--- src/rtl/core/tpsc_pkg.sv ---
// Shared types, register indexes and the waveform table of the sine commutator.
package tpsc_pkg;

   localparam int DUTY_W     = 8;
   localparam int CSR_DATA_W = 32;
   localparam int CSR_IDX_W  = 1;
   localparam int ROM_DEPTH  = 360;
   localparam int ROM_IDX_W  = 9;
   localparam int ARG_IDX_W  = 10;

   localparam logic [CSR_IDX_W-1:0] CSR_STEP_DELAY = 1'b0;
   localparam logic [CSR_IDX_W-1:0] CSR_DIRECTION  = 1'b1;

   typedef struct packed {
      logic [DUTY_W-1:0] duty_a;
      logic [DUTY_W-1:0] duty_b;
      logic [DUTY_W-1:0] duty_c;
   } tpsc_result_type;

   // flattened sine, one full electrical turn
   localparam logic [DUTY_W-1:0] WAVE_ROM [0:ROM_DEPTH-1] = '{
      8'd128, 8'd132, 8'd136, 8'd140, 8'd143, 8'd147, 8'd151, 8'd155,
      8'd159, 8'd162, 8'd166, 8'd170, 8'd174, 8'd178, 8'd181, 8'd185,
      8'd189, 8'd192, 8'd196, 8'd200, 8'd203, 8'd207, 8'd211, 8'd214,
      8'd218, 8'd221, 8'd225, 8'd228, 8'd232, 8'd235, 8'd238, 8'd239,
      8'd240, 8'd241, 8'd242, 8'd243, 8'd244, 8'd245, 8'd246, 8'd247,
      8'd248, 8'd248, 8'd249, 8'd250, 8'd250, 8'd251, 8'd252, 8'd252,
      8'd253, 8'd253, 8'd253, 8'd254, 8'd254, 8'd254, 8'd255, 8'd255,
      8'd255, 8'd255, 8'd255, 8'd255, 8'd255, 8'd255, 8'd255, 8'd255,
      8'd255, 8'd255, 8'd255, 8'd254, 8'd254, 8'd254, 8'd253, 8'd253,
      8'd253, 8'd252, 8'd252, 8'd251, 8'd250, 8'd250, 8'd249, 8'd248,
      8'd248, 8'd247, 8'd246, 8'd245, 8'd244, 8'd243, 8'd242, 8'd241,
      8'd240, 8'd239, 8'd238, 8'd239, 8'd240, 8'd241, 8'd242, 8'd243,
      8'd244, 8'd245, 8'd246, 8'd247, 8'd248, 8'd248, 8'd249, 8'd250,
      8'd250, 8'd251, 8'd252, 8'd252, 8'd253, 8'd253, 8'd253, 8'd254,
      8'd254, 8'd254, 8'd255, 8'd255, 8'd255, 8'd255, 8'd255, 8'd255,
      8'd255, 8'd255, 8'd255, 8'd255, 8'd255, 8'd255, 8'd255, 8'd254,
      8'd254, 8'd254, 8'd253, 8'd253, 8'd253, 8'd252, 8'd252, 8'd251,
      8'd250, 8'd250, 8'd249, 8'd248, 8'd248, 8'd247, 8'd246, 8'd245,
      8'd244, 8'd243, 8'd242, 8'd241, 8'd240, 8'd239, 8'd238, 8'd235,
      8'd232, 8'd228, 8'd225, 8'd221, 8'd218, 8'd214, 8'd211, 8'd207,
      8'd203, 8'd200, 8'd196, 8'd192, 8'd189, 8'd185, 8'd181, 8'd178,
      8'd174, 8'd170, 8'd166, 8'd162, 8'd159, 8'd155, 8'd151, 8'd147,
      8'd143, 8'd140, 8'd136, 8'd132, 8'd128, 8'd124, 8'd120, 8'd116,
      8'd113, 8'd109, 8'd105, 8'd101, 8'd97,  8'd94,  8'd90,  8'd86,
      8'd82,  8'd78,  8'd75,  8'd71,  8'd67,  8'd64,  8'd60,  8'd56,
      8'd53,  8'd49,  8'd45,  8'd42,  8'd38,  8'd35,  8'd31,  8'd28,
      8'd24,  8'd21,  8'd18,  8'd17,  8'd16,  8'd15,  8'd14,  8'd13,
      8'd12,  8'd11,  8'd10,  8'd9,   8'd8,   8'd8,   8'd7,   8'd6,
      8'd6,   8'd5,   8'd4,   8'd4,   8'd3,   8'd3,   8'd3,   8'd2,
      8'd2,   8'd2,   8'd1,   8'd1,   8'd1,   8'd1,   8'd1,   8'd1,
      8'd1,   8'd1,   8'd1,   8'd1,   8'd1,   8'd1,   8'd1,   8'd2,
      8'd2,   8'd2,   8'd3,   8'd3,   8'd3,   8'd4,   8'd4,   8'd5,
      8'd6,   8'd6,   8'd7,   8'd8,   8'd8,   8'd9,   8'd10,  8'd11,
      8'd12,  8'd13,  8'd14,  8'd15,  8'd16,  8'd17,  8'd18,  8'd17,
      8'd16,  8'd15,  8'd14,  8'd13,  8'd12,  8'd11,  8'd10,  8'd9,
      8'd8,   8'd8,   8'd7,   8'd6,   8'd6,   8'd5,   8'd4,   8'd4,
      8'd3,   8'd3,   8'd3,   8'd2,   8'd2,   8'd2,   8'd1,   8'd1,
      8'd1,   8'd1,   8'd1,   8'd1,   8'd1,   8'd1,   8'd1,   8'd1,
      8'd1,   8'd1,   8'd1,   8'd2,   8'd2,   8'd2,   8'd3,   8'd3,
      8'd3,   8'd4,   8'd4,   8'd5,   8'd6,   8'd6,   8'd7,   8'd8,
      8'd8,   8'd9,   8'd10,  8'd11,  8'd12,  8'd13,  8'd14,  8'd15,
      8'd16,  8'd17,  8'd18,  8'd21,  8'd24,  8'd28,  8'd31,  8'd35,
      8'd38,  8'd42,  8'd45,  8'd49,  8'd53,  8'd56,  8'd60,  8'd64,
      8'd67,  8'd71,  8'd75,  8'd78,  8'd82,  8'd86,  8'd90,  8'd94,
      8'd97,  8'd101, 8'd105, 8'd109, 8'd113, 8'd116, 8'd120, 8'd124
   };

   // indexes past the end of the table read as zero duty
   function automatic logic [DUTY_W-1:0] wave_lookup(input logic [ARG_IDX_W-1:0] idx);
      logic [DUTY_W-1:0] duty;
      if (idx >= ARG_IDX_W'(ROM_DEPTH)) begin
         duty = '0;
      end else begin
         duty = WAVE_ROM[idx[ROM_IDX_W-1:0]];
      end
      return duty;
   endfunction

endpackage

--- src/rtl/core/tpsc_step.sv ---
// Step timing compare, phase index registers and table lookup.
module tpsc_step import tpsc_pkg::*; #(
   parameter int TABLE_LENGTH = 360,
   parameter int TIME_WIDTH   = 32
) (
   input  logic                  clock,
   input  logic                  reset,
   input  logic                  accept,
   input  logic [TIME_WIDTH-1:0] now_us,
   input  logic [CSR_DATA_W-1:0] step_delay,
   input  logic                  direction_ccw,
   output logic                  fire,
   output tpsc_result_type       result
);

   localparam int IDX_W = $clog2(TABLE_LENGTH);
   localparam logic [IDX_W-1:0] IDX_LAST  = IDX_W'(TABLE_LENGTH - 1);
   localparam logic [IDX_W-1:0] IDX_RST_B = IDX_W'(TABLE_LENGTH / 3);
   localparam logic [IDX_W-1:0] IDX_RST_C = IDX_W'((TABLE_LENGTH / 3) * 2);

   logic [TIME_WIDTH-1:0] last_time_ff, last_time_in;
   logic [IDX_W-1:0]      idx_ff [3];
   logic [IDX_W-1:0]      idx_in [3];
   logic [TIME_WIDTH-1:0] elapsed;
   logic [TIME_WIDTH-1:0] delay_tw;

   assign delay_tw = TIME_WIDTH'(step_delay);
   assign elapsed  = now_us - last_time_ff;
   assign fire     = accept && (elapsed > delay_tw);

   assign result.duty_a = wave_lookup(ARG_IDX_W'(idx_ff[0]));
   assign result.duty_b = wave_lookup(ARG_IDX_W'(idx_ff[1]));
   assign result.duty_c = wave_lookup(ARG_IDX_W'(idx_ff[2]));

   always_comb begin
      last_time_in = fire ? now_us : last_time_ff;
      for (int i = 0; i < 3; i++) begin
         idx_in[i] = idx_ff[i];
         if (fire) begin
            if (direction_ccw) begin
               idx_in[i] = (idx_ff[i] == '0) ? IDX_LAST : idx_ff[i] - 1'b1;
            end else begin
               idx_in[i] = (idx_ff[i] == IDX_LAST) ? '0 : idx_ff[i] + 1'b1;
            end
         end
      end
   end

   always_ff @(posedge clock) begin
      if (reset) begin
         last_time_ff <= '0;
         idx_ff[0]    <= '0;
         idx_ff[1]    <= IDX_RST_B;
         idx_ff[2]    <= IDX_RST_C;
      end else begin
         last_time_ff <= last_time_in;
         for (int i = 0; i < 3; i++) begin
            idx_ff[i] <= idx_in[i];
         end
      end
   end

endmodule

--- src/rtl/core/three_phase_sine_commutator.sv ---
// Top level of the three-phase sinusoidal commutator.
// Usage:
//   req channel: one timestamp word (req_now_us) per accepted word. When more
//     than step_delay_us has passed since the last step, a rsp word carries
//     three phase duties and every phase index advances one table slot.
//     Otherwise the word produces no response.
//   csr channel: index 0 = step delay (us), index 1 = direction (1 = ccw).
//     csr_ready is always high; write only while the block is idle.
// Responses are registered in out_ff, or in skid_ff while out_ff is held.
// Throughput: one word per cycle unless req_stall; step decision and state
//   update finish in the accept cycle, so back-to-back words need no bubbles.
// Reset: indices return to 0, 1/3 and 2/3 of the table, last step time to
//   zero, delay and direction to zero, output buffer empty.
// Stall: the output register is backed by a one-word skid register; req_stall
//   rises only when the skid holds a word, so no response is ever dropped.
module three_phase_sine_commutator import tpsc_pkg::*; #(
   parameter int TABLE_LENGTH = 360,
   parameter int TIME_WIDTH   = 32
) (
   input  logic                  clock,
   input  logic                  reset,
   input  logic                  req_valid,
   output logic                  req_stall,
   input  logic [TIME_WIDTH-1:0] req_now_us,
   output logic                  rsp_valid,
   input  logic                  rsp_stall,
   output logic [DUTY_W-1:0]     rsp_duty_a,
   output logic [DUTY_W-1:0]     rsp_duty_b,
   output logic [DUTY_W-1:0]     rsp_duty_c,
   input  logic                  csr_valid,
   output logic                  csr_ready,
   input  logic [CSR_IDX_W-1:0]  csr_index,
   input  logic [CSR_DATA_W-1:0] csr_data
);

   logic [CSR_DATA_W-1:0] delay_ff, delay_in;
   logic                  dir_ff, dir_in;
   logic                  out_vld_ff, out_vld_in;
   logic                  skid_vld_ff, skid_vld_in;
   tpsc_result_type       out_ff, out_in;
   tpsc_result_type       skid_ff, skid_in;
   tpsc_result_type       new_result;
   logic                  accept;
   logic                  fire;
   logic                  pop;

   assign csr_ready = 1'b1;
   assign req_stall = skid_vld_ff;
   assign accept    = req_valid && !skid_vld_ff;
   assign pop       = out_vld_ff && !rsp_stall;

   tpsc_step #(
      .TABLE_LENGTH (TABLE_LENGTH),
      .TIME_WIDTH   (TIME_WIDTH)
   ) u_step (
      .clock         (clock),
      .reset         (reset),
      .accept        (accept),
      .now_us        (req_now_us),
      .step_delay    (delay_ff),
      .direction_ccw (dir_ff),
      .fire          (fire),
      .result        (new_result)
   );

   always_comb begin
      delay_in = delay_ff;
      dir_in   = dir_ff;
      if (csr_valid) begin
         case (csr_index)
            CSR_STEP_DELAY: delay_in = csr_data;
            CSR_DIRECTION:  dir_in   = csr_data[0];
            default: ;
         endcase
      end
   end

   // output register with a one-word skid behind it
   always_comb begin
      out_vld_in  = out_vld_ff;
      skid_vld_in = skid_vld_ff;
      out_in      = out_ff;
      skid_in     = skid_ff;
      if (skid_vld_ff) begin
         if (pop) begin
            out_in      = skid_ff;
            skid_vld_in = 1'b0;
         end
      end else if (fire) begin
         if (!out_vld_ff || pop) begin
            out_in     = new_result;
            out_vld_in = 1'b1;
         end else begin
            skid_in     = new_result;
            skid_vld_in = 1'b1;
         end
      end else if (pop) begin
         out_vld_in = 1'b0;
      end
   end

   always_ff @(posedge clock) begin
      if (reset) begin
         delay_ff    <= '0;
         dir_ff      <= 1'b0;
         out_vld_ff  <= 1'b0;
         skid_vld_ff <= 1'b0;
      end else begin
         delay_ff    <= delay_in;
         dir_ff      <= dir_in;
         out_vld_ff  <= out_vld_in;
         skid_vld_ff <= skid_vld_in;
      end
   end

   always_ff @(posedge clock) begin
      out_ff  <= out_in;
      skid_ff <= skid_in;
   end

   assign rsp_valid  = out_vld_ff;
   assign rsp_duty_a = out_ff.duty_a;
   assign rsp_duty_b = out_ff.duty_b;
   assign rsp_duty_c = out_ff.duty_c;

endmodule
--- config.mk ---
export PLATFORM = sky130hd
export DESIGN_NAME = three_phase_sine_commutator
export DESIGN_NICKNAME = d
export VERILOG_FILES = /design/src/rtl/core/tpsc_pkg.sv /design/src/rtl/core/tpsc_step.sv /design/src/rtl/core/three_phase_sine_commutator.sv
export SDC_FILE = /design/constraint.sdc
export NUM_CORES = 1
export LEC_CHECK = 0
export ABC_CLOCK_PERIOD_IN_PS = 5980
export BUFFER_PORTS_ARGS = -buffer_cell sky130_fd_sc_hd__buf_2
export CAP_MARGIN = 15
export CORE_AREA = 2 2 204 306
export DETAILED_ROUTE_END_ITERATION = 6
export DIE_AREA = 0 0 206 308
export HOLD_SLACK_MARGIN = 0.15
export PLACE_DENSITY_LB_ADDON = 0.05
export SETUP_SLACK_MARGIN = 0.5
export SYNTH_ARGS = -nofsm -noshare
export SYNTH_HDL_FRONTEND = slang
export SYNTH_SLANG_ARGS = --single-unit
--- constraint.sdc ---
create_clock -name clock -period 5.98 [get_ports clock]
set_input_delay 0.598 -clock clock [delete_from_list [all_inputs] [get_ports clock]]
set_output_delay 0.598 -clock clock [all_outputs]
set_load 0.02 [all_outputs]
==> results of run 1 <==
-- worst paths after layout --
| kind | cells after the start | end | slack, ns |
|---|---|---|---|
| worst max-delay path | 18 | rsp_duty_b[7] | 0.95 |
| worst min-delay path | 3 | delay_ff[23] | 0.38 |
| worst max register to register | 18 | rsp_duty_b[7] | 0.95 |
| worst min register to register | 2 | delay_ff[30] | 0.45 |
-- cell type report --
cell class | instances | area, µm² | area share (%)
Tap cell | 791 | 990 | 5.88
Timing Repair Buffer | 145 | 898 | 5.34
Clock buffer | 24 | 536 | 3.18
Inverter | 115 | 434 | 2.58
Clock inverter | 8 | 87.6 | 0.520
Sequential cell | 142 | 3330 | 19.8
Multi-Input combinational cell | 1629 | 10600 | 62.7
-- timing repair --
action | CTS | global route
buffers inserted | 0 | 0
endpoints found under the setup margin | 0 | 103
resized for setup | 0 | 5
-- layout by cell type, fill, tap and decap left out, types with 9 or more instances in the layout --
master,Yosys,final
sky130_fd_sc_hd__ha_1,122,122
sky130_fd_sc_hd__a21oi_1,237,237
sky130_fd_sc_hd__and2_1,10,10
sky130_fd_sc_hd__inv_1,105,105
sky130_fd_sc_hd__clkbuf_16,0,20
sky130_fd_sc_hd__o22ai_1,23,23
sky130_fd_sc_hd__xor2_1,16,16
sky130_fd_sc_hd__o21ai_0,172,171
sky130_fd_sc_hd__nor2_1,139,138
sky130_fd_sc_hd__or2_2,9,9
sky130_fd_sc_hd__buf_2,44,94
sky130_fd_sc_hd__mux2_2,26,26
sky130_fd_sc_hd__xnor2_1,26,26
sky130_fd_sc_hd__nand2b_1,27,27
sky130_fd_sc_hd__nand4_1,17,17
sky130_fd_sc_hd__edfxtp_1,48,48
sky130_fd_sc_hd__o221ai_1,15,15
sky130_fd_sc_hd__or3_1,12,12
sky130_fd_sc_hd__buf_4,2,48
sky130_fd_sc_hd__a211o_1,12,12
sky130_fd_sc_hd__a311oi_1,18,18
sky130_fd_sc_hd__dfxtp_1,94,86
sky130_fd_sc_hd__o21a_1,13,13
sky130_fd_sc_hd__mux2i_1,22,22
sky130_fd_sc_hd__nand3_1,32,32
sky130_fd_sc_hd__o31ai_1,13,13
sky130_fd_sc_hd__mux4_2,18,18
sky130_fd_sc_hd__a2111oi_0,12,12
sky130_fd_sc_hd__nor3_1,61,60
sky130_fd_sc_hd__a21o_1,27,27
sky130_fd_sc_hd__a211oi_1,39,39
sky130_fd_sc_hd__a22oi_1,14,13
sky130_fd_sc_hd__o211ai_1,29,29
sky130_fd_sc_hd__a221oi_1,16,15
sky130_fd_sc_hd__nand2_1,278,278
sky130_fd_sc_hd__a31oi_1,30,30
sky130_fd_sc_hd__nor2b_1,32,31
-- stage by stage --
step	instances	power, µW	instance area, µm²	setup WS, ns
floorplan	2084	4830	15100	0.768
global placement	2821	6350	16200	0.196
detailed placement	2821	6330	16200	0.122
CTS	2853	7530	16800	0.577
global route	2854	8100	16800	0.512
finish	2854	7470	16800	0.945
-- worst max-delay path, cell delays in order, from the launching register on --
cell                       delay [ns]
sky130_fd_sc_hd__dfxtp_1         0.34
sky130_fd_sc_hd__inv_1           0.04
sky130_fd_sc_hd__ha_1            0.35
sky130_fd_sc_hd__and4_1          0.27
sky130_fd_sc_hd__a31o_2          0.24
sky130_fd_sc_hd__a31o_2          0.24
sky130_fd_sc_hd__a211o_1         0.27
sky130_fd_sc_hd__a31oi_1         0.33
sky130_fd_sc_hd__o31a_1          0.33
sky130_fd_sc_hd__a21oi_1         0.12
sky130_fd_sc_hd__xnor2_1         0.14
sky130_fd_sc_hd__ha_1            0.30
sky130_fd_sc_hd__nand4_1         0.17
sky130_fd_sc_hd__or3_1           0.42
sky130_fd_sc_hd__o221ai_1        0.36
sky130_fd_sc_hd__o21bai_4        0.12
sky130_fd_sc_hd__buf_12          0.18
sky130_fd_sc_hd__a22oi_2         0.16
sky130_fd_sc_hd__buf_4           0.29
-- state kept, by name, summed over array words and instances (netlist names) --
register             flops
delay_ff                32
u_step.last_time_ff     32
u_step.idx_ff           27
skid_ff                 24
rsp_duty_a               8
rsp_duty_b               8
rsp_duty_c               8
dir_ff                   1
req_stall                1
rsp_valid                1
-- power by group --
group	total (µW)	switching, µW	internal, µW
sequential	1380	138	1240
clock	1150	479	676
combinational	4940	3140	1800
total	7470	3750	3710
-- cells by family (layout without fill, tap and decap cells) --
| logic type | Yosys count | in the layout | share of synthesized area (%) |
|---|---|---|---|
| multiplexers | 66 | 66 | 6.09 |
| AO/OA/AOI/OAI | 746 | 746 | 31.3 |
| AND/OR/NAND/NOR | 650 | 650 | 19.5 |
| XOR/XNOR | 42 | 42 | 2.44 |
| other | 1 | 1 | 0.0249 |
| flip-flops | 142 | 142 | 22.0 |
| buffers and inverters | 313 | 292 | 8.32 |
| adder cells (fa/ha/maj) | 124 | 124 | 10.3 |
-- routing by layer --
layer | vias to the layer above | GRT usage, %
met5 | - | 0
met3 | 60 | 1.62
li1 | 7526 | -
met4 | 0 | 5.47
met2 | 371 | 33.5
met1 | 7475 | 23.3
==> report_table.html, run 1 <==
<table>
<tr><th>Metric</th><th>Value</th></tr>
<tr><th colspan="2">Clocking</th></tr>
<tr><td>Clock tree from TritonCTS</td><td>built</td></tr>
<tr><td>Reg clk slew, reported paths</td><td>0.07 ns</td></tr>
<tr><td>Skew-Pair Late Insertion Delay</td><td>0.46 ns</td></tr>
<tr><td>Total CTS buffers</td><td>17</td></tr>
<tr><td>H-tree lvl count</td><td>4</td></tr>
<tr><td>Clock Sinks</td><td>142</td></tr>
<tr><td>CTS max path bufs</td><td>2</td></tr>
<tr><td>Number of hold buffers added after CTS</td><td>0</td></tr>
<tr><td>Buffer cell driving the clock tree root</td><td>sky130_fd_sc_hd__clkbuf_16</td></tr>
<tr><th colspan="2">Job</th></tr>
<tr><td>Max_cap viols</td><td>0</td></tr>
<tr><th colspan="2">Timing</th></tr>
<tr><td>Post-layout min period</td><td>5.03 ns</td></tr>
<tr><td>Achievable frequency</td><td>199 MHz</td></tr>
<tr><td>Portion of the clock cycle consumed by the worst path in the final layout</td><td>84.2%</td></tr>
<tr><td>Headroom to the max-slew limit</td><td>27.5%</td></tr>
<tr><td>Worst-Margin Slew</td><td>1.09 ns</td></tr>
<tr><td>Summed negative setup slack over all endpoints</td><td>0 ns</td></tr>
<tr><td>Fin Hold WS</td><td>0.384 ns</td></tr>
<tr><td>Final setup violation count</td><td>0</td></tr>
<tr><td>RSZ-0062 raised after global routing</td><td>false</td></tr>
<tr><td>Count of pins over their slew limit</td><td>0</td></tr>
<tr><td>Final count of hold timing violations</td><td>0</td></tr>
<tr><td>Clock Skews</td><td>0.0178 ns</td></tr>
<tr><th colspan="2">Critical path</th></tr>
<tr><td>Type of element capturing the critical path</td><td>flop</td></tr>
<tr><td>Required @ worst endpoint</td><td>6.11 ns</td></tr>
<tr><td>Reg2reg start</td><td>u_step.last_time_ff[7]</td></tr>
<tr><td>WS Path Type</td><td>reg -&gt; reg</td></tr>
<tr><td>Critical Path Start Type</td><td>flop</td></tr>
<tr><td>Worst-path maximum fanout</td><td>37</td></tr>
<tr><td>Worst Setup SP</td><td>u_step.last_time_ff[7]</td></tr>
<tr><td>Arrival time of the worst setup path</td><td>5.16 ns</td></tr>
<tr><th colspan="2">Routing</th></tr>
<tr><td>Iter 0 DRT Violations</td><td>1157</td></tr>
<tr><td>Via-per-instance ratio</td><td>5.41</td></tr>
<tr><td>Number of iterations in the first detailed-routing pass</td><td>5</td></tr>
<tr><td>Detailed-route wire length</td><td>59.3 mm</td></tr>
<tr><td>DRC violation count after routing</td><td>0</td></tr>
<tr><td>Highest Signal Layer</td><td>met4</td></tr>
<tr><td>Total routed wire length on the met1 layer</td><td>25.4 mm</td></tr>
<tr><td>Detailed route wirelength on metal2</td><td>30.8 mm</td></tr>
<tr><td>WL per Instance</td><td>20.8 µm</td></tr>
<tr><td>Routed wire length on met3</td><td>1.91 mm</td></tr>
<tr><td>Residual antenna-violating net count after detailed routing</td><td>0</td></tr>
<tr><td>Vias after detailed routing</td><td>15.4k</td></tr>
<tr><th colspan="2">GRT</th></tr>
<tr><td>Pin count of the biggest net entering global routing</td><td>90</td></tr>
<tr><td>Global-route total usage across every layer</td><td>18.6%</td></tr>
<tr><td>Initial antenna violation count</td><td>1</td></tr>
<tr><td>Global route total overflow</td><td>0</td></tr>
<tr><td>Wire length of the first global-routing pass</td><td>92.2 mm</td></tr>
<tr><td>Via count of the first global-routing pass</td><td>15.3k</td></tr>
<tr><th colspan="2">Worst hold path</th></tr>
<tr><td>Startpoint of the tightest hold check path</td><td>csr_data[23]</td></tr>
<tr><td>Worst hold path class</td><td>in -&gt; reg</td></tr>
<tr><th colspan="2">Synth</th></tr>
<tr><td>Library cells used by synthesis</td><td>77</td></tr>
<tr><td>Post-Syn Area per Cell</td><td>7.24 µm²</td></tr>
<tr><td>Flop and latch count out of synthesis</td><td>142</td></tr>
<tr><td>Fraction of synthesized cell area taken by the top area cell type</td><td>12.5%</td></tr>
<tr><td>Async set-reset flop share out of synthesis</td><td>0%</td></tr>
<tr><td>Cell types occupying the most area after synthesis</td><td>sky130_fd_sc_hd__dfxtp_1, sky130_fd_sc_hd__ha_1, sky130_fd_sc_hd__edfxtp_1</td></tr>
<tr><td>Synthesized net count</td><td>2277</td></tr>
<tr><td>Number of flops mapped to enable cells by yosys</td><td>48</td></tr>
<tr><td>Cell area after synthesis</td><td>15100 µm²</td></tr>
<tr><td>Yosys warns</td><td>0</td></tr>
<tr><td>Prevailing post-synth register cell</td><td>sky130_fd_sc_hd__dfxtp_1</td></tr>
<tr><td>Library cell with the highest instance count after synthesis</td><td>sky130_fd_sc_hd__nand2_1</td></tr>
<tr><td>Sequential-to-total area share from yosys stat</td><td>22.0%</td></tr>
<tr><td>Top cell type by total area after synthesis</td><td>sky130_fd_sc_hd__dfxtp_1</td></tr>
<tr><td>Cell types with the highest counts after synthesis</td><td>sky130_fd_sc_hd__nand2_1, sky130_fd_sc_hd__a21oi_1, sky130_fd_sc_hd__o21ai_0</td></tr>
<tr><td>Post-Synthesis Cells</td><td>2084</td></tr>
<tr><th colspan="2">Floorplan</th></tr>
<tr><td>Horizontal die dimension</td><td>206 µm</td></tr>
<tr><td>Vert. Die Dim</td><td>308 µm</td></tr>
<tr><td>Number of rows in the core area</td><td>111</td></tr>
<tr><td>Effective utilization at floorplan</td><td>24.8%</td></tr>
<tr><td>Full die area</td><td>63400 µm²</td></tr>
<tr><td>Core footprint</td><td>60800 µm²</td></tr>
<tr><td>IO Count</td><td>97</td></tr>
<tr><th colspan="2">Cells and area</th></tr>
<tr><td>Fraction of layout cells with a size suffix above 1</td><td>12.3%</td></tr>
<tr><td>Final-stage net count</td><td>2243</td></tr>
<tr><td>Util after Layout</td><td>27.7%</td></tr>
<tr><td>Diodes inserted</td><td>0</td></tr>
<tr><td>Synthesis-to-layout area growth</td><td>11.6%</td></tr>
<tr><td>Filler cell count</td><td>6755</td></tr>
<tr><th colspan="2">Place</th></tr>
<tr><td>Number of buffer cells added on primary ports</td><td>95</td></tr>
<tr><td>HPWL Detailed</td><td>42.2 mm</td></tr>
<tr><td>Final GP Congestion</td><td>0.817</td></tr>
<tr><th colspan="2">Pwr</th></tr>
<tr><td>Power density of the placed cells</td><td>444 nW/µm²</td></tr>
<tr><td>Highest ir drop seen on vdd</td><td>217 µV</td></tr>
<tr><td>LEAKAGE</td><td>0.00615 µW</td></tr>
<tr><th colspan="2">Status</th></tr>
<tr><td>Status</td><td>finished clean</td></tr>
</table>
Power figures use the tool's default switching activity.
==> run 2, diff against run 1 <==
- ABC_AREA: unset -> 1
- ABC_CLOCK_PERIOD_IN_PS: 5980 -> 5100
- clock period: 5.98 -> 5.1 ns (I/O delays scaled with it)
==> run 2 against run 1 <==
Effect of this change: worst hold slack got worse by 0.058 ns; highest routed layer is now met5; non-clock buffer count decreased by 7; critical path type unchanged; first-iteration DRC count up 34%.
==> report_table.html, run 2 <==
<table>
<tr><th>Metric</th><th>Value</th></tr>
<tr><th colspan="2">Cells and area</th></tr>
<tr><td>Register Area</td><td>3320 µm² (-0.30%)</td></tr>
<tr><td>Synthesis-to-layout area growth</td><td>11.8%</td></tr>
<tr><td>Area of combinational cells with multiple inputs</td><td>10100 µm² (-3.9%)</td></tr>
<tr><td>Commonest cells after routing, fill and taps aside</td><td>sky130_fd_sc_hd__nand2_1, sky130_fd_sc_hd__nand3_1, sky130_fd_sc_hd__a21oi_1</td></tr>
<tr><td>Filler cell count</td><td>7002 (+3.7%)</td></tr>
<tr><td>Leading cell type in the layout, fill and taps excluded</td><td>sky130_fd_sc_hd__nand2_1</td></tr>
<tr><td>Final-stage net count</td><td>2722 (+21%)</td></tr>
<tr><td>Registers with the highest flip-flop counts</td><td>delay_ff (32), u_step.last_time_ff (32), u_step.idx_ff (27)</td></tr>
<tr><td>Fraction of layout cells with a size suffix above 1</td><td>8.10% (-4.2 points)</td></tr>
<tr><th colspan="2">Routing</th></tr>
<tr><td>DRC violation count after routing</td><td>0 (unchanged)</td></tr>
<tr><td>Number of iterations in the first detailed-routing pass</td><td>6 (+1)</td></tr>
<tr><td>Detailed-route wire length</td><td>67.9 mm (+14%)</td></tr>
<tr><td>Via-per-instance ratio</td><td>5.13 (-5.1%)</td></tr>
<tr><td>Vias after detailed routing</td><td>17.1k (+11%)</td></tr>
<tr><td>WL per Instance</td><td>20.4 µm (-2.0%)</td></tr>
<tr><td>Residual antenna-violating net count after detailed routing</td><td>0 (unchanged)</td></tr>
<tr><td>Iter 0 DRT Violations</td><td>1548 (+34%)</td></tr>
<tr><th colspan="2">Critical path</th></tr>
<tr><td>Arrival time of the worst setup path</td><td>4.21 ns (-0.95 ns)</td></tr>
<tr><td>WS Path Type</td><td>reg -&gt; reg</td></tr>
<tr><td>Critical Path Start Type</td><td>flop</td></tr>
<tr><td>Required @ worst endpoint</td><td>5.24 ns (-0.87 ns)</td></tr>
<tr><td>Type of element capturing the critical path</td><td>flop</td></tr>
<tr><td>FF-to-FF path depth</td><td>22 (+4)</td></tr>
<tr><td>Endpoint of the worst register-to-register path</td><td>rsp_duty_a[7]</td></tr>
<tr><td>Worst-path maximum fanout</td><td>16 (-57%)</td></tr>
<tr><td>Reg2reg start</td><td>u_step.last_time_ff[6]</td></tr>
<tr><td>FF-to-FF setup slack</td><td>1.02 ns (+0.08 ns)</td></tr>
<tr><th colspan="2">GRT</th></tr>
<tr><td>Via count of the first global-routing pass</td><td>16.7k (+8.8%)</td></tr>
<tr><td>Global route total overflow</td><td>0 (unchanged)</td></tr>
<tr><td>Pin count of the biggest net entering global routing</td><td>58 (-36%)</td></tr>
<tr><td>Initial antenna violation count</td><td>8 (+7)</td></tr>
<tr><td>Global-route total usage across every layer</td><td>21.3% (+2.7 points)</td></tr>
<tr><td>Wire length of the first global-routing pass</td><td>103 mm (+11%)</td></tr>
<tr><th colspan="2">Clocking</th></tr>
<tr><td>Clock tree from TritonCTS</td><td>built</td></tr>
<tr><td>Clock Sinks</td><td>142 (unchanged)</td></tr>
<tr><td>Buffer cell driving the clock tree root</td><td>sky130_fd_sc_hd__clkbuf_16</td></tr>
<tr><td>Skew-Pair Late Insertion Delay</td><td>0.46 ns (about the same)</td></tr>
<tr><td>H-tree lvl count</td><td>4 (unchanged)</td></tr>
<tr><td>CTS max path bufs</td><td>2 (unchanged)</td></tr>
<tr><td>Number of hold buffers added after CTS</td><td>0 (unchanged)</td></tr>
<tr><td>Total CTS buffers</td><td>17 (unchanged)</td></tr>
<tr><td>Reg clk slew, reported paths</td><td>0.07 ns (about the same)</td></tr>
<tr><th colspan="2">Timing</th></tr>
<tr><td>Achievable frequency</td><td>245 MHz (+24%)</td></tr>
<tr><td>Post-layout min period</td><td>4.08 ns (-0.959 ns)</td></tr>
<tr><td>Worst-Margin Slew</td><td>1.11 ns (+0.0252 ns)</td></tr>
<tr><td>Headroom to the max-slew limit</td><td>25.6% (-2.0 points)</td></tr>
<tr><td>Final setup violation count</td><td>0 (unchanged)</td></tr>
<tr><td>Final count of hold timing violations</td><td>0 (unchanged)</td></tr>
<tr><td>Portion of the clock cycle consumed by the worst path in the final layout</td><td>79.9% (-4.3 points)</td></tr>
<tr><td>Summed negative setup slack over all endpoints</td><td>0 ns (unchanged)</td></tr>
<tr><td>Clock Skews</td><td>0.0128 ns (-0.00499 ns)</td></tr>
<tr><td>Count of pins over their slew limit</td><td>0 (unchanged)</td></tr>
<tr><td>RSZ-0062 raised after global routing</td><td>false</td></tr>
<tr><th colspan="2">Floorplan</th></tr>
<tr><td>Number of rows in the core area</td><td>111 (unchanged)</td></tr>
<tr><td>Core footprint</td><td>60800 µm² (unchanged)</td></tr>
<tr><td>Vert. Die Dim</td><td>308 µm (unchanged)</td></tr>
<tr><td>IO Count</td><td>97 (unchanged)</td></tr>
<tr><td>Full die area</td><td>63400 µm² (unchanged)</td></tr>
<tr><td>Effective utilization at floorplan</td><td>24.7% (-0.11 points)</td></tr>
<tr><td>Horizontal die dimension</td><td>206 µm (unchanged)</td></tr>
<tr><th colspan="2">Pwr</th></tr>
<tr><td>Pint</td><td>3920 µW (+5.6%)</td></tr>
<tr><td>Overall power of the completed layout</td><td>8780 µW (+18%)</td></tr>
<tr><td>Power share of the combinational group</td><td>65.3% (-0.8 points)</td></tr>
<tr><td>LEAKAGE</td><td>0.00753 µW (+22%)</td></tr>
<tr><td>Power density of the placed cells</td><td>523 nW/µm² (+18%)</td></tr>
<tr><td>Net Sw Frac</td><td>55.4% (+5.1 points)</td></tr>
<tr><td>Total net switching power</td><td>4860 µW (+29%)</td></tr>
<tr><td>Part of the power in registers</td><td>19.9% (+1.5 points)</td></tr>
<tr><td>Clock group share of total power</td><td>14.8% (-0.7 points)</td></tr>
<tr><td>Highest ir drop seen on vdd</td><td>289 µV (+33%)</td></tr>
<tr><th colspan="2">Synth</th></tr>
<tr><td>Prevailing post-synth register cell</td><td>sky130_fd_sc_hd__dfxtp_1</td></tr>
<tr><td>Flop and latch count out of synthesis</td><td>142 (unchanged)</td></tr>
<tr><td>Synthesized net count</td><td>2688 (+18%)</td></tr>
<tr><td>Yosys warns</td><td>0 (unchanged)</td></tr>
<tr><td>Post-Syn Area per Cell</td><td>6.02 µm² (-17%)</td></tr>
<tr><td>Library cell with the highest instance count after synthesis</td><td>sky130_fd_sc_hd__nand2_1</td></tr>
<tr><td>Cell types with the highest counts after synthesis</td><td>sky130_fd_sc_hd__nand2_1, sky130_fd_sc_hd__nand3_1, sky130_fd_sc_hd__a21oi_1</td></tr>
<tr><td>Top cell type by total area after synthesis</td><td>sky130_fd_sc_hd__nand2_1</td></tr>
<tr><td>Sequential-to-total area share from yosys stat</td><td>22.1% (+0.10 points)</td></tr>
<tr><td>Cell area after synthesis</td><td>15000 µm² (-0.46%)</td></tr>
<tr><td>Post-Synthesis Cells</td><td>2495 (+20%)</td></tr>
<tr><td>Async set-reset flop share out of synthesis</td><td>0% (unchanged)</td></tr>
<tr><td>Cell types occupying the most area after synthesis</td><td>sky130_fd_sc_hd__nand2_1, sky130_fd_sc_hd__dfxtp_1, sky130_fd_sc_hd__ha_1</td></tr>
<tr><td>Number of flops mapped to enable cells by yosys</td><td>48 (unchanged)</td></tr>
<tr><td>Library cells used by synthesis</td><td>50 (-35%)</td></tr>
<tr><td>Fraction of synthesized cell area taken by the top area cell type</td><td>18.2% (+5.7 points)</td></tr>
<tr><th colspan="2">Status</th></tr>
<tr><td>Status</td><td>finished clean</td></tr>
<tr><th colspan="2">Worst hold path</th></tr>
<tr><td>Terminating pin of the worst hold path</td><td>u_step.last_time_ff[0]</td></tr>
<tr><td>Worst hold path class</td><td>in -&gt; reg</td></tr>
<tr><td>Hold path cells</td><td>3 (unchanged)</td></tr>
<tr><td>Startpoint of the tightest hold check path</td><td>req_now_us[0]</td></tr>
<tr><th colspan="2">Place</th></tr>
<tr><td>Number of buffer cells added on primary ports</td><td>95 (unchanged)</td></tr>
<tr><td>HPWL Detailed</td><td>51.6 mm (+22%)</td></tr>
<tr><td>Final GP Congestion</td><td>0.969 (+18%)</td></tr>
<tr><th colspan="2">Job</th></tr>
<tr><td>Max_cap viols</td><td>0 (unchanged)</td></tr>
</table>
run 2: cells by family after synthesis:
| group | share of synthesized area, % |
|---|---|
| compound gates | 19.4 |
| other cells | 0.0250 |
| simple gates | 35.3 |
| buf+inv | 10.4 |
| fa+ha+maj | 10.3 |
| xor+xnor | 2.45 |
| flops | 22.1 |
run 2: power groups by stage:
stage / sequential (µW) / clock (µW) / combinational [µW]
CTS: 1750 / 1350 / 5700
floorplan: 1770 / 0 / 3770
global route: 1780 / 1390 / 6360
global placement: 1780 / 0 / 5760
finish: 1750 / 1300 / 5730
detailed placement: 1780 / 0 / 5680
run 2: per-layer routing:
layer  wire, µm  GRT usage [%]
met5         92              0
met3       3370           3.13
met1      26900           24.6
met2      34200           37.7
met4       3360           10.8
run 2: worst max path at each step:
stage                                 startpoint  slack (ns)                       to  cells after the start
after global routing      u_step.last_time_ff[6]        0.65            rsp_duty_b[0]                     24
after global placement             req_now_us[6]        0.58     u_step.idx_ff[0][17]                     25
after CTS                 u_step.last_time_ff[6]        0.85     u_step.idx_ff[0][10]                     24
after detailed placement           req_now_us[6]        0.62  u_step.last_time_ff[18]                     22
after floorplan                    req_now_us[0]        0.75            rsp_duty_a[0]                     25
final                     u_step.last_time_ff[6]        1.02            rsp_duty_a[7]                     22
run 2: worst max-delay path, stage by stage (launching register included):
cell and delay (ns):
sky130_fd_sc_hd__dfxtp_1 0.33, sky130_fd_sc_hd__inv_1 0.05, sky130_fd_sc_hd__ha_1 0.36, sky130_fd_sc_hd__nand2_1 0.17
sky130_fd_sc_hd__inv_1 0.09, sky130_fd_sc_hd__nand2_1 0.05, sky130_fd_sc_hd__nand3_1 0.06, sky130_fd_sc_hd__a21oi_1 0.05
sky130_fd_sc_hd__buf_4 0.16, sky130_fd_sc_hd__o21ai_1 0.33, sky130_fd_sc_hd__nand2_1 0.09, sky130_fd_sc_hd__nand2_1 0.17
sky130_fd_sc_hd__xor2_1 0.11, sky130_fd_sc_hd__ha_1 0.30, sky130_fd_sc_hd__nand2_1 0.08, sky130_fd_sc_hd__nor3_1 0.43
sky130_fd_sc_hd__nand2_1 0.10, sky130_fd_sc_hd__nand2_1 0.10, sky130_fd_sc_hd__nand2_1 0.06, sky130_fd_sc_hd__nand2_2 0.11
sky130_fd_sc_hd__nand2_2 0.10, sky130_fd_sc_hd__a21oi_2 0.16, sky130_fd_sc_hd__buf_4 0.28
run 2: layout make-up:
class,count,share of cell area (%)
multi-input cells,1976,60.4
flip-flops and latches,142,19.8
well taps,791,5.89
inverters,254,5.68
repair buffers,138,4.78
clock buffers,19,2.70
clock inverters,13,0.730
diodes,1,0.0149
run 2: metrics by stage:
stage / utilization, % / setup WS, ns / instances / area (µm²) / hold slack [ns]
6_report: 27.6 / 1.02 / 3334 / 16800 / 0.326
5_1_grt: 27.6 / 0.652 / 3333 / 16800 / 0.320
4_1_cts: 27.6 / 0.854 / 3333 / 16800 / 0.303
3_5_place_dp: 26.6 / 0.621 / 3301 / 16200 / 0.452
3_3_place_gp: 26.6 / 0.579 / 3301 / 16200 / 0.448
2_1_floorplan: - / 0.750 / 2495 / 15000 / 0.435
run 2: what timing repair did:
action	in CTS	in global routing
endpoints found under the setup margin	0	54
gates resized for setup	0	2
buffers inserted	0	0
==> run 3, diff against run 2 <==
- ABC_CLOCK_PERIOD_IN_PS: 5100 -> 4000
- clock period: 5.1 -> 4 ns (I/O delays scaled with it)
==> run 3 against run 2 <==
Effect of this change: cell area grew 7.7%; count of clock-buffer cells in the layout is the same; sequential share of layout area shrank 1.4 points; first-iteration DRC count shrank 18%; worst hold slack lost 0.10 ns; worst setup slack lost 0.61 ns; die area is the same; flip-flop and latch count is the same; critical path type unchanged; largest power group unchanged.
==> report_table.html, run 3 (same netlist as run 2, synthesis figures left out) <==
<table>
<tr><th>Metric</th><th>Value</th></tr>
<tr><th colspan="2">Status</th></tr>
<tr><td>Status</td><td>finished clean</td></tr>
<tr><th colspan="2">Floorplan</th></tr>
<tr><td>Effective utilization at floorplan</td><td>24.7% (unchanged)</td></tr>
<tr><td>Horizontal die dimension</td><td>206 µm (unchanged)</td></tr>
<tr><td>Full die area</td><td>63400 µm² (unchanged)</td></tr>
<tr><td>Core footprint</td><td>60800 µm² (unchanged)</td></tr>
<tr><td>IO Count</td><td>97 (unchanged)</td></tr>
<tr><td>Vert. Die Dim</td><td>308 µm (unchanged)</td></tr>
<tr><td>Number of rows in the core area</td><td>111 (unchanged)</td></tr>
<tr><th colspan="2">Timing</th></tr>
<tr><td>Count of pins over their slew limit</td><td>0 (unchanged)</td></tr>
<tr><td>Portion of the clock cycle consumed by the worst path in the final layout</td><td>89.5% (+9.6 points)</td></tr>
<tr><td>Clock Skews</td><td>0.0157 ns (+0.00295 ns)</td></tr>
<tr><td>Post-layout min period</td><td>3.58 ns (-0.495 ns)</td></tr>
<tr><td>Worst-Margin Slew</td><td>1.08 ns (-0.0285 ns)</td></tr>
<tr><td>Final count of hold timing violations</td><td>0 (unchanged)</td></tr>
<tr><td>Achievable frequency</td><td>279 MHz (+14%)</td></tr>
<tr><td>Worst setup slack after layout</td><td>0.419 ns (-0.605 ns)</td></tr>
<tr><td>Final setup violation count</td><td>0 (unchanged)</td></tr>
<tr><td>Headroom to the max-slew limit</td><td>27.5% (+1.9 points)</td></tr>
<tr><td>RSZ-0062 raised after global routing</td><td>true</td></tr>
<tr><th colspan="2">Clocking</th></tr>
<tr><td>H-tree lvl count</td><td>4 (unchanged)</td></tr>
<tr><td>CTS max path bufs</td><td>2 (unchanged)</td></tr>
<tr><td>Buffer cell driving the clock tree root</td><td>sky130_fd_sc_hd__clkbuf_16</td></tr>
<tr><td>Skew-Pair Late Insertion Delay</td><td>0.46 ns (about the same)</td></tr>
<tr><td>Number of hold buffers added after CTS</td><td>0 (unchanged)</td></tr>
<tr><td>Clock Sinks</td><td>142 (unchanged)</td></tr>
<tr><td>Reg clk slew, reported paths</td><td>0.07 ns (about the same)</td></tr>
<tr><td>Total CTS buffers</td><td>17 (unchanged)</td></tr>
<tr><td>Clock tree from TritonCTS</td><td>built</td></tr>
<tr><th colspan="2">Job</th></tr>
<tr><td>Max_cap viols</td><td>0 (unchanged)</td></tr>
<tr><th colspan="2">Routing</th></tr>
<tr><td>WL per Instance</td><td>21.4 µm (+4.8%)</td></tr>
<tr><td>Number of iterations in the first detailed-routing pass</td><td>6 (unchanged)</td></tr>
<tr><td>Vias after detailed routing</td><td>17.4k (+1.8%)</td></tr>
<tr><td>Residual antenna-violating net count after detailed routing</td><td>0 (unchanged)</td></tr>
<tr><td>DRC violation count after routing</td><td>0 (unchanged)</td></tr>
<tr><td>Via-per-instance ratio</td><td>5.14 (about the same)</td></tr>
<tr><td>Iter 0 DRT Violations</td><td>1276 (-18%)</td></tr>
<tr><td>Detailed-route wire length</td><td>72.4 mm (+6.6%)</td></tr>
<tr><th colspan="2">Cells and area</th></tr>
<tr><td>Leading cell type in the layout, fill and taps excluded</td><td>sky130_fd_sc_hd__nand2_1</td></tr>
<tr><td>Number of cells in the finished layout apart from fillers</td><td>3392 (+1.7%)</td></tr>
<tr><td>Commonest cells after routing, fill and taps aside</td><td>sky130_fd_sc_hd__nand2_1, sky130_fd_sc_hd__nand3_1, sky130_fd_sc_hd__inv_1</td></tr>
<tr><td>Fraction of layout cells with a size suffix above 1</td><td>15.1% (+7.0 points)</td></tr>
<tr><td>Util after Layout</td><td>29.7% (+2.1 points)</td></tr>
<tr><td>Final instance area</td><td>18100 µm² (+7.7%)</td></tr>
<tr><td>Registers with the highest flip-flop counts</td><td>delay_ff (32), u_step.last_time_ff (32), u_step.idx_ff (27)</td></tr>
<tr><td>Synthesis-to-layout area growth</td><td>20.5%</td></tr>
<tr><td>Final-stage net count</td><td>2781 (+2.2%)</td></tr>
<tr><td>Diodes inserted</td><td>0 (-1)</td></tr>
<tr><th colspan="2">GRT</th></tr>
<tr><td>Via count of the first global-routing pass</td><td>17.7k (+6.2%)</td></tr>
<tr><td>Global-route total usage across every layer</td><td>22.7% (+1.4 points)</td></tr>
<tr><td>Pin count of the biggest net entering global routing</td><td>55 (-5.2%)</td></tr>
<tr><td>Global route total overflow</td><td>0 (unchanged)</td></tr>
<tr><td>Initial antenna violation count</td><td>1 (-7)</td></tr>
<tr><td>Wire length of the first global-routing pass</td><td>108 mm (+5.6%)</td></tr>
<tr><th colspan="2">Critical path</th></tr>
<tr><td>Arrival time of the worst setup path</td><td>3.74 ns (-0.47 ns)</td></tr>
<tr><td>FF-to-FF setup slack</td><td>0.42 ns (-0.61 ns)</td></tr>
<tr><td>FF-to-FF path depth</td><td>21 (-4.5%)</td></tr>
<tr><td>Worst-path maximum fanout</td><td>6 (-10)</td></tr>
<tr><td>WS Path Type</td><td>reg -&gt; reg</td></tr>
<tr><td>Critical Path Start Type</td><td>flop</td></tr>
<tr><td>Reg2reg start</td><td>u_step.last_time_ff[0]</td></tr>
<tr><td>Critical path endpoint</td><td>rsp_duty_c[5]</td></tr>
<tr><td>Endpoint of the worst register-to-register path</td><td>rsp_duty_c[5]</td></tr>
<tr><td>Required @ worst endpoint</td><td>4.16 ns (-1.08 ns)</td></tr>
<tr><td>Type of element capturing the critical path</td><td>flop</td></tr>
<tr><td>Worst Setup SP</td><td>u_step.last_time_ff[0]</td></tr>
<tr><th colspan="2">Pwr</th></tr>
<tr><td>Power density of the placed cells</td><td>666 nW/µm² (+27%)</td></tr>
<tr><td>LEAKAGE</td><td>0.00796 µW (+5.7%)</td></tr>
<tr><td>Overall power of the completed layout</td><td>12000 µW (+37%)</td></tr>
<tr><td>Highest ir drop seen on vdd</td><td>345 µV (+19%)</td></tr>
<tr><th colspan="2">Worst hold path</th></tr>
<tr><td>Worst hold path class</td><td>in -&gt; reg</td></tr>
<tr><th colspan="2">Place</th></tr>
<tr><td>Number of buffer cells added on primary ports</td><td>95 (unchanged)</td></tr>
<tr><td>DP Cell Count</td><td>3342 (+1.2%)</td></tr>
<tr><td>Placed Instance Area</td><td>16700 µm² (+2.8%)</td></tr>
<tr><td>Pre-CTS setup slack</td><td>-0.0585 ns (-0.679 ns)</td></tr>
<tr><td>HPWL Detailed</td><td>54.1 mm (+4.8%)</td></tr>
<tr><td>Final GP Congestion</td><td>0.958 (-1.1%)</td></tr>
</table>
## run 3: changes by cell type in the layout (fill, tap and decap cells not counted), moves of 18 or more
cell                      previous run  this run
sky130_fd_sc_hd__nor2_2              9        28
sky130_fd_sc_hd__a21oi_2             1        19
sky130_fd_sc_hd__ha_1              122       101
sky130_fd_sc_hd__nand2_2             2        22
sky130_fd_sc_hd__nor2_1            210       187
sky130_fd_sc_hd__buf_4              42        82
sky130_fd_sc_hd__a21oi_1           239       216
sky130_fd_sc_hd__nand2_1           728       707
## run 3: where the power goes
| part | switching [µW] | internal [µW] | total, µW |
|---|---|---|---|
| combinational | 5570 | 2690 | 8260 |
| clock | 763 | 858 | 1620 |
| sequential | 237 | 1930 | 2170 |
| total | 6570 | 5480 | 12000 |
## run 3: worst min path at each step
stage | to | slack, ns | startpoint | depth (start not counted)
floorplan | delay_ff[19] | 0.44 | delay_ff[19] | 2
global placement | u_step.last_time_ff[9] | 0.45 | u_step.last_time_ff[9] | 2
detailed placement | u_step.last_time_ff[26] | 0.45 | u_step.last_time_ff[26] | 2
CTS | u_step.last_time_ff[20] | 0.19 | req_now_us[20] | 3
global route | u_step.last_time_ff[13] | 0.21 | req_now_us[13] | 3
finish | u_step.last_time_ff[20] | 0.22 | req_now_us[20] | 3
## run 3: area by class of cell
| cell class | instances | area [µm²] |
|---|---|---|
| multi-input combinational | 1976 | 10800 |
| inverter | 254 | 972 |
| tap | 791 | 990 |
| timing repair buffer | 197 | 1490 |
| clock inverter | 13 | 98.8 |
| sequential | 142 | 3330 |
| clock buffer | 19 | 464 |
| fill | 7032 | 42700 |
## run 3: stage by stage
stage	hold slack (ns)	setup TNS, ns
CTS	0.187	0
floorplan	0.435	0
detailed placement	0.453	-3.46
finish	0.223	0
global route	0.210	0
global placement	0.447	-5.35
## run 3: worst max-delay path: stages (launching register included)
cell                       delay, ns
sky130_fd_sc_hd__dfxtp_2        0.35
sky130_fd_sc_hd__ha_4           0.14
sky130_fd_sc_hd__inv_4          0.03
sky130_fd_sc_hd__fa_2           0.36
sky130_fd_sc_hd__nand3_2        0.07
sky130_fd_sc_hd__nand2_2        0.07
sky130_fd_sc_hd__a21oi_4        0.17
sky130_fd_sc_hd__buf_4          0.16
sky130_fd_sc_hd__o21bai_4       0.09
sky130_fd_sc_hd__a21oi_2        0.20
sky130_fd_sc_hd__xnor2_2        0.10
sky130_fd_sc_hd__ha_1           0.28
sky130_fd_sc_hd__nand2_1        0.10
sky130_fd_sc_hd__nor4_4         0.28
sky130_fd_sc_hd__nand2_2        0.11
sky130_fd_sc_hd__inv_2          0.06
sky130_fd_sc_hd__nand2_2        0.05
sky130_fd_sc_hd__nand2_2        0.09
sky130_fd_sc_hd__nand2_2        0.09
sky130_fd_sc_hd__a21oi_4        0.15
sky130_fd_sc_hd__buf_12         0.17
sky130_fd_sc_hd__buf_12         0.15
## run 3: layer usage
metal	global-route usage [%]	vias up	routed length, µm
met3	2.47	189	2900
met4	12.7	0	4100
met2	41.0	593	37000
met1	25.6	8163	28400
li1	-	8474	-
met5	0	-	0
## run 3: repair_timing
item                                    CTS  global route
pin swaps                                 5            25
endpoints found under the setup margin  109           109
cloned                                    2             5
setup buffers                             5             6
gates resized for setup                  55           109
